===== src/rtl/core/ftpr_pkg.sv =====
// ftpr_pkg: shared types and constants for the framed target packet receiver
// used by ftpr_circle, ftpr_code and framed_target_packet_receiver
package ftpr_pkg;

  // frame delimiters
  localparam logic [7:0] CIRCLE_HEAD = 8'hFF;
  localparam logic [7:0] CIRCLE_TAIL = 8'hFE;
  localparam logic [7:0] CODE_HEAD   = 8'hFA;
  localparam logic [7:0] CODE_TAIL   = 8'hAF;

  // circle frame layout
  localparam int unsigned CIRCLE_LEN = 8;
  localparam int unsigned SUM_LEN    = 6;
  localparam int unsigned CNT_W      = $clog2(CIRCLE_LEN) + 1;
  localparam int unsigned IDX_W      = $clog2(CIRCLE_LEN);
  localparam int unsigned SUM_W      = 11;

  // configuration register map
  localparam int unsigned CFG_IDX_W  = 1;
  localparam int unsigned CFG_DATA_W = 16;
  typedef enum logic [CFG_IDX_W-1:0] {
    CFG_X_OFFSET = 1'b0,
    CFG_Y_OFFSET = 1'b1
  } cfg_reg_t;

  // reset values
  localparam logic [15:0] X_OFFSET_RST = 16'd320;
  localparam logic [15:0] Y_OFFSET_RST = 16'd240;
  localparam logic [15:0] HELD_XY_RST  = 16'd100;
  localparam logic [15:0] HELD_R_RST   = 16'd0;
  localparam logic [7:0]  HELD_CODE_RST = 8'd0;

  // circle event codes
  localparam logic [1:0] CEV_NONE   = 2'd0;
  localparam logic [1:0] CEV_ACCEPT = 2'd1;
  localparam logic [1:0] CEV_REJECT = 2'd2;

  // parser phases
  typedef enum logic [1:0] {
    CP_HEAD = 2'd0,
    CP_BODY = 2'd1,
    CP_TAIL = 2'd2
  } circle_phase_t;

  typedef enum logic [1:0] {
    QP_HEAD = 2'd0,
    QP_BYTE = 2'd1,
    QP_TAIL = 2'd2
  } code_phase_t;

  // per-byte outcome of the circle parser
  typedef struct packed {
    logic [1:0]  event_code;
    logic        load;
    logic [15:0] x;
    logic [15:0] y;
    logic [15:0] radius;
  } circle_upd_t;

  // per-byte outcome of the code parser
  typedef struct packed {
    logic       load;
    logic [7:0] code;
  } code_upd_t;

endpackage


===== src/rtl/core/ftpr_circle.sv =====
// ftpr_circle: circle frame parser with its own payload store and checksum
// depends on ftpr_pkg
module ftpr_circle
  import ftpr_pkg::*;
(
  input  logic        clk,
  input  logic        rst_n,
  input  logic        byte_en,
  input  logic [7:0]  rx_byte,
  input  logic [15:0] x_offset,
  input  logic [15:0] y_offset,
  output circle_upd_t upd
);

  circle_phase_t    phase_r, phase_nxt;
  logic [CNT_W-1:0] count_r, count_nxt;
  logic [7:0]       payload_r [CIRCLE_LEN];
  logic [CNT_W-1:0] count_inc;
  logic [SUM_W-1:0] sum;
  logic [15:0]      check_word;
  logic             sum_ok;

  assign count_inc = count_r + CNT_W'(1);

  // next phase and byte count
  always_comb begin
    phase_nxt = phase_r;
    count_nxt = count_r;
    unique case (phase_r)
      CP_HEAD: begin
        if (rx_byte == CIRCLE_HEAD) begin
          phase_nxt = CP_BODY;
          count_nxt = '0;
        end
      end
      CP_BODY: begin
        count_nxt = count_inc;
        if (count_inc >= CNT_W'(CIRCLE_LEN)) begin
          phase_nxt = CP_TAIL;
        end
      end
      CP_TAIL: phase_nxt = CP_HEAD;
      default: phase_nxt = CP_HEAD;
    endcase
  end

  always_ff @(posedge clk) begin
    if (!rst_n) begin
      phase_r <= CP_HEAD;
      count_r <= '0;
    end else if (byte_en) begin
      phase_r <= phase_nxt;
      count_r <= count_nxt;
    end
  end

  // payload store
  always_ff @(posedge clk) begin
    if (byte_en && phase_r == CP_BODY) begin
      payload_r[count_r[IDX_W-1:0]] <= rx_byte;
    end
  end

  // checksum over the first six payload bytes against the trailing word
  always_comb begin
    sum = '0;
    for (int i = 0; i < SUM_LEN; i++) begin
      sum = sum + SUM_W'(payload_r[i]);
    end
  end

  assign check_word = {payload_r[6], payload_r[7]};
  assign sum_ok     = ({{(16-SUM_W){1'b0}}, sum} == check_word);

  // frame outcome and latched values
  always_comb begin
    upd.event_code = CEV_NONE;
    upd.load       = 1'b0;
    upd.x          = {payload_r[0], payload_r[1]} - x_offset;
    upd.y          = {payload_r[2], payload_r[3]} - y_offset;
    upd.radius     = {payload_r[4], payload_r[5]};
    unique case (phase_r)
      CP_TAIL: begin
        if (rx_byte == CIRCLE_TAIL && sum_ok) begin
          upd.event_code = CEV_ACCEPT;
          upd.load       = 1'b1;
        end else begin
          upd.event_code = CEV_REJECT;
        end
      end
      default: upd.event_code = CEV_NONE;
    endcase
  end

endmodule


===== src/rtl/core/ftpr_code.sv =====
// ftpr_code: code frame parser, header, one byte, tail
// depends on ftpr_pkg
module ftpr_code
  import ftpr_pkg::*;
(
  input  logic       clk,
  input  logic       rst_n,
  input  logic       byte_en,
  input  logic [7:0] rx_byte,
  output code_upd_t  upd
);

  code_phase_t phase_r, phase_nxt;
  logic [7:0]  payload_r;

  // next phase
  always_comb begin
    phase_nxt = phase_r;
    unique case (phase_r)
      QP_HEAD: begin
        if (rx_byte == CODE_HEAD) begin
          phase_nxt = QP_BYTE;
        end
      end
      QP_BYTE: phase_nxt = QP_TAIL;
      QP_TAIL: phase_nxt = QP_HEAD;
      default: phase_nxt = QP_HEAD;
    endcase
  end

  always_ff @(posedge clk) begin
    if (!rst_n) begin
      phase_r <= QP_HEAD;
    end else if (byte_en) begin
      phase_r <= phase_nxt;
    end
  end

  // code byte store
  always_ff @(posedge clk) begin
    if (byte_en && phase_r == QP_BYTE) begin
      payload_r <= rx_byte;
    end
  end

  // tail check
  always_comb begin
    upd.code = payload_r;
    upd.load = 1'b0;
    unique case (phase_r)
      QP_TAIL: upd.load = (rx_byte == CODE_TAIL);
      default: upd.load = 1'b0;
    endcase
  end

endmodule


===== src/rtl/core/framed_target_packet_receiver.sv =====
// framed_target_packet_receiver: top level, config registers and result register
// depends on ftpr_pkg, ftpr_circle, ftpr_code
//
//   channel | ports                                         | dir
//   --------+-----------------------------------------------+-----
//   input   | in_valid, in_stall, in_rx_byte                | in
//   result  | out_valid, out_stall, out_circle_event,       | out
//           | out_qr_event, out_target_x, out_target_y,     |
//           | out_target_radius, out_code_value             |
//   config  | cfg_we, cfg_index, cfg_wdata                  | in
//
// one byte per cycle while in_stall is low; a byte's result shows in the cycle after its transfer
// the result register is the only stage between the parsers and the output
// in_stall rises only while a result is held and the result side stalls
// synchronous active-low reset; no clearing pass, the block is ready at once
module framed_target_packet_receiver
  import ftpr_pkg::*;
(
  input  logic                  clk,
  input  logic                  rst_n,
  input  logic                  in_valid,
  output logic                  in_stall,
  input  logic [7:0]            in_rx_byte,
  output logic                  out_valid,
  input  logic                  out_stall,
  output logic [1:0]            out_circle_event,
  output logic                  out_qr_event,
  output logic signed [15:0]    out_target_x,
  output logic signed [15:0]    out_target_y,
  output logic signed [15:0]    out_target_radius,
  output logic [7:0]            out_code_value,
  input  logic                  cfg_we,
  input  logic [CFG_IDX_W-1:0]  cfg_index,
  input  logic [CFG_DATA_W-1:0] cfg_wdata
);

  logic        in_xfer;
  logic        out_xfer;
  logic [15:0] x_offset_r;
  logic [15:0] y_offset_r;
  logic        out_valid_r;
  logic [1:0]  cev_r;
  logic        qev_r;
  logic [15:0] held_x_r, held_y_r, held_radius_r;
  logic [7:0]  held_code_r;
  circle_upd_t c_upd;
  code_upd_t   q_upd;

  // handshake
  assign in_stall = out_valid_r & out_stall;
  assign in_xfer  = in_valid & ~in_stall;
  assign out_xfer = out_valid_r & ~out_stall;

  // configuration registers
  always_ff @(posedge clk) begin
    if (!rst_n) begin
      x_offset_r <= X_OFFSET_RST;
      y_offset_r <= Y_OFFSET_RST;
    end else if (cfg_we) begin
      unique case (cfg_reg_t'(cfg_index))
        CFG_X_OFFSET: x_offset_r <= cfg_wdata[15:0];
        CFG_Y_OFFSET: y_offset_r <= cfg_wdata[15:0];
        default: ;
      endcase
    end
  end

  // parsers
  ftpr_circle u_circle (
    .clk      (clk),
    .rst_n    (rst_n),
    .byte_en  (in_xfer),
    .rx_byte  (in_rx_byte),
    .x_offset (x_offset_r),
    .y_offset (y_offset_r),
    .upd      (c_upd)
  );

  ftpr_code u_code (
    .clk     (clk),
    .rst_n   (rst_n),
    .byte_en (in_xfer),
    .rx_byte (in_rx_byte),
    .upd     (q_upd)
  );

  // result register, the held target values live here
  always_ff @(posedge clk) begin
    if (!rst_n) begin
      out_valid_r   <= 1'b0;
      cev_r         <= CEV_NONE;
      qev_r         <= 1'b0;
      held_x_r      <= HELD_XY_RST;
      held_y_r      <= HELD_XY_RST;
      held_radius_r <= HELD_R_RST;
      held_code_r   <= HELD_CODE_RST;
    end else begin
      if (in_xfer) begin
        out_valid_r <= 1'b1;
        cev_r       <= c_upd.event_code;
        qev_r       <= q_upd.load;
        if (c_upd.load) begin
          held_x_r      <= c_upd.x;
          held_y_r      <= c_upd.y;
          held_radius_r <= c_upd.radius;
        end
        if (q_upd.load) begin
          held_code_r <= q_upd.code;
        end
      end else if (out_xfer) begin
        out_valid_r <= 1'b0;
      end
    end
  end

  assign out_valid         = out_valid_r;
  assign out_circle_event  = cev_r;
  assign out_qr_event      = qev_r;
  assign out_target_x      = $signed(held_x_r);
  assign out_target_y      = $signed(held_y_r);
  assign out_target_radius = $signed(held_radius_r);
  assign out_code_value    = held_code_r;

  // every byte transfer leaves a result behind
  a_xfer_result : assert property (@(posedge clk) disable iff (!rst_n)
    in_xfer |=> out_valid_r)
    else $error("byte transfer produced no result");

  // target values only move on an accepted circle frame
  a_target_hold : assert property (@(posedge clk) disable iff (!rst_n)
    (in_xfer && c_upd.event_code != CEV_ACCEPT) |=>
      ($stable(held_x_r) && $stable(held_y_r) && $stable(held_radius_r)))
    else $error("target values changed without an accepted frame");

  // code value only moves on a completed code frame
  a_code_hold : assert property (@(posedge clk) disable iff (!rst_n)
    (in_xfer && !q_upd.load) |=> $stable(held_code_r))
    else $error("code value changed without a completed frame");

  // the circle parser never reports an undefined event code
  a_cev_legal : assert property (@(posedge clk) disable iff (!rst_n)
    out_valid_r |-> (cev_r == CEV_NONE || cev_r == CEV_ACCEPT || cev_r == CEV_REJECT))
    else $error("undefined circle event code");

endmodule


===== config.mk =====
export PLATFORM = sky130hd
export DESIGN_NAME = framed_target_packet_receiver
export DESIGN_NICKNAME = d
export VERILOG_FILES = /design/src/rtl/core/ftpr_pkg.sv /design/src/rtl/core/ftpr_circle.sv /design/src/rtl/core/ftpr_code.sv /design/src/rtl/core/framed_target_packet_receiver.sv
export SDC_FILE = /design/constraint.sdc
export NUM_CORES = 1
export LEC_CHECK = 0
export BUFFER_PORTS_ARGS = -buffer_cell sky130_fd_sc_hd__buf_2
export CORE_ASPECT_RATIO = 0.6
export CORE_MARGIN = 1
export CORE_UTILIZATION = 45
export CTS_CLUSTER_DIAMETER = 100
export DETAILED_ROUTE_END_ITERATION = 8
export PLACE_DENSITY = 0.73
export SLEW_MARGIN = 20
export SYNTH_ARGS = -nofsm -noshare
export SYNTH_HDL_FRONTEND = slang
export SYNTH_SLANG_ARGS = --single-unit

===== constraint.sdc =====
create_clock -name clk -period 5.8 [get_ports clk]
set_input_delay 0.58 -clock clk [delete_from_list [all_inputs] [get_ports clk]]
set_output_delay 0.58 -clock clk [all_outputs]
set_load 0.02 [all_outputs]

==> summary.txt <==
Run status
  • Status: finished, violations left
  • Failing checks: design-rule violations

Synth
  • Mapped Area: 0.00876 mm²
  • Syn Area/Cell: 9.68 µm²
  • Ys async rst share: 0
  • Top_reg_cell synth: dfxtp_1
  • Synth Net Count: 1,014
  • Top-count cell post-synth: nand2_1
  • Area contributors post-synth: edfxtp_1 (25%), dfxtp_1 (23%), ha_1 (7.4%), nand2_1 (6.4%), fa_1 (6.2%)
  • Netlist cell types: 60
  • Synth top area share: 0.247
  • Post-synth EDFFs: 72
  • Syn Inst Count: 905
  • Seq cells post-synth: 172
  • Yosys warnings: 0
  • Post-synthesis sequential area ratio: 0.475
  • Leading area contributor after synthesis: edfxtp_1
  • Post-synth top cells: nand2_1 (150), dfxtp_1 (100), a21oi_1 (94)

STA
  • Period minus WS final: 5.60 ns
  • Finish-stage setup viols: 0
  • Final Max Slew Viols: 0
  • WHS: 0.368 ns
  • Max-slew headroom: 0.301
  • Period utilisation layout: 0.966
  • F_max: 0.178 GHz
  • Worst slew pin tran: 1.05 ns
  • Final Hold Fails: 0
  • Clock Skew: 0.0223 ns
  • Post-route setup TNS: 0 ns

Routing
  • WL final: 21,900 µm
  • DR vias/cell: 5.43
  • Wirelength per Cell: 17.5 µm
  • Initial DRC Count: 674
  • Post-route ant nets: 0
  • DR pass1 iterations: 7
  • DRC violations left: 2
  • Via count: 6,811

GRT
  • Total track usage: 0.226
  • GRT overflow: 0
  • Vias in the first global route: 6,227
  • Largest net degree at the start of global routing: 74
  • Initial antenna violation count: 0
  • First-pass GRT wire length: 33,900 µm

Final layout
  • Post-Layout Cell Count: 1,254
  • # diodes: 0
  • Post-layout util: 0.534
  • Fin area: 0.0102 mm²
  • Layout area overhead: 16.0%
  • Nets: 1,104
  • Fraction of layout cells with a size suffix above 1: 0.152

Floorplan
  • # rows: 39
  • Core Area: 0.0190 mm²
  • I/O Pins: 91
  • Die area: 0.0201 mm²
  • Initial core utilization: 0.460
  • Die Ht: 110 µm
  • Die W: 182 µm

Worst hold path
  • Hold Crit Depth: 2
  • HP Class: in -> reg
  • Hold_sp: in_valid
  • Hold EP: out_valid

Worst setup path
  • CP Capture Type: flop
  • CP delay by family, top: adder cells
  • Worst R2R Start: u_circle.payload_r[1][1]
  • Reg-to-reg endpoint: out_target_y[15]
  • FF-to-FF path depth: 20
  • Crit-path most repeated cell: fa_1
  • Data required, critical path: 6.16 ns
  • CP Launch Type: flop
  • Slowest cell delay on critical path: 0.53 ns
  • Slowest stage cell, crit path: fa_1
  • R2r setup slk: 0.20 ns
  • Kind of critical path: reg -> reg
  • CP Buf/Inv Count: 2
  • CP cell instances: ha_1 -> a21o_1 -> a21oi_2 -> o21ai_0 -> a21oi_1 -> buf_4 -> xnor2_1 -> fa_1 -> inv_1 -> fa_1 -> fa_1 -> ha_4 -> xor2_1 -> nor3_1 -> nor4_4 -> nand2_1 -> or3_1 -> or4_4 -> or3_1 -> o211ai_2
  • CP Max Fanout: 5
  • Worst EP arrival: 5.96 ns

Clock network
  • Worst skew pair latency: 0.44 ns
  • Worst-path clk slew: 0.07 ns
  • CTS tree: built
  • H-tree levels: 4
  • Root buffer cell: clkbuf_16
  • Hold-fix buffers, CTS: 0
  • Clock Sinks: 172
  • Clock Path Buffers: 2
  • Num CTS Buffers: 17

Run
  • Max-Cap Viols: 0

Place
  • Placed cell area: 0.00948 mm²
  • RePlAce Congestion: 0.952
  • Final HPWL DP: 16,100 µm
  • Port Buffers: 90
  • Inst Count DP: 1,220

Power and ir drop
  • Power density over the cells: 252 mW/mm²
  • Leak: 4.09 nW
  • Maximum VDD drop: 0.222 mV
cell type report:
cell class	instances	area [µm²]
repair buffers	99	531
flip-flops and latches	172	4160
clock inverters	8	67.6
clock buffers	24	524
well taps	246	308
fillers	1687	8870
multi-input cells	619	4250
inverters	86	323
layer usage:
metal	part of all wire	routed length, µm	global-route usage
met1	0.50	10900	0.340
met2	0.41	8940	0.322
met3	0.082	1810	0.0598
met4	0.011	240	0.0534
met5	0	0	0
through the flow:
step / power (mW) / setup slack (ns)
2_1_floorplan: 1.39 / 0.412
3_3_place_gp: 1.44 / 0.156
3_5_place_dp: 1.44 / 0.0419
4_1_cts: 2.58 / 0.0325
5_1_grt: 2.64 / -0.0735
6_report: 2.56 / 0.195
how the worst max path moves through the flow:
stage | start | endpoint | cells after the start
6_report | u_circle.payload_r[1][1] | out_target_y[15] | 20
5_1_grt | u_circle.payload_r[0][0] | out_target_y[0] | 24
4_1_cts | u_circle.payload_r[1][0] | out_target_y[15] | 19
3_5_place_dp | u_circle.payload_r[0][0] | out_target_y[15] | 19
3_3_place_gp | u_circle.payload_r[0][0] | out_target_y[15] | 19
2_1_floorplan | u_circle.payload_r[1][1] | out_target_y[15] | 21
cells by family after synthesis:
group,count (synthesis),synth area share
AO/OA/AOI/OAI,184,0.128
XOR/XNOR,34,0.0340
adder cells (fa/ha/maj),79,0.136
buffers and inverters,114,0.0496
flip-flops,172,0.475
multiplexers,9,0.0117
AND/OR/NAND/NOR,313,0.166
where the power goes:
| group | switching, mW | internal, mW |
|---|---|---|
| Combinational | 0.0948 | 0.0506 |
| Clock | 0.496 | 0.643 |
| Sequential | 0.00647 | 1.27 |
| Total | 0.597 | 1.96 |
placed cells by master (no fill, tap or decap), types with 5 or more instances in the layout:
cell and count:
nand2_1 149, dfxtp_1 100, a21oi_1 93, buf_2 90, inv_1 85, edfxtp_1 72, nor2_1 54, ha_1 49
fa_1 26, xnor2_1 24, o21ai_0 22, nor3_1 19, clkbuf_16 19, nand2b_1 15, o211ai_1 14, nand3_1 13
xor2_1 10, o21a_1 10, or3_1 9, nor2b_1 9, mux2i_1 8, buf_4 8, and3_1 7, a31oi_1 6
a21o_1 5, and2_1 5
timing repair:
action | in CTS | in global routing
gates resized for setup | 0 | 17
buffers inserted | 0 | 2
setup endpoints to repair | 0 | 49
flip-flops by register name, indices dropped and copies added, names as in the netlist:
register	count
u_circle.count_r	4
u_circle.payload_r	64
out_target_radius	16
out_qr_event	1
u_circle.phase_r	2
out_circle_event	2
out_code_value	8
u_code.phase_r	2
out_target_x	16
x_offset_r	16
out_target_y	16
out_valid	1
u_code.payload_r	8
y_offset_r	16
worst reg2reg max path, delay by kind of cell, from the launching register on:
kind            cells  cell delay (ns)
fa+ha+maj           5             2.07
simple gates        6             1.72
xor+xnor            2             0.32
buf+inv             2             0.26
flops               1             0.42
compound gates      5             0.75
(Power assumes the default switching activity.)
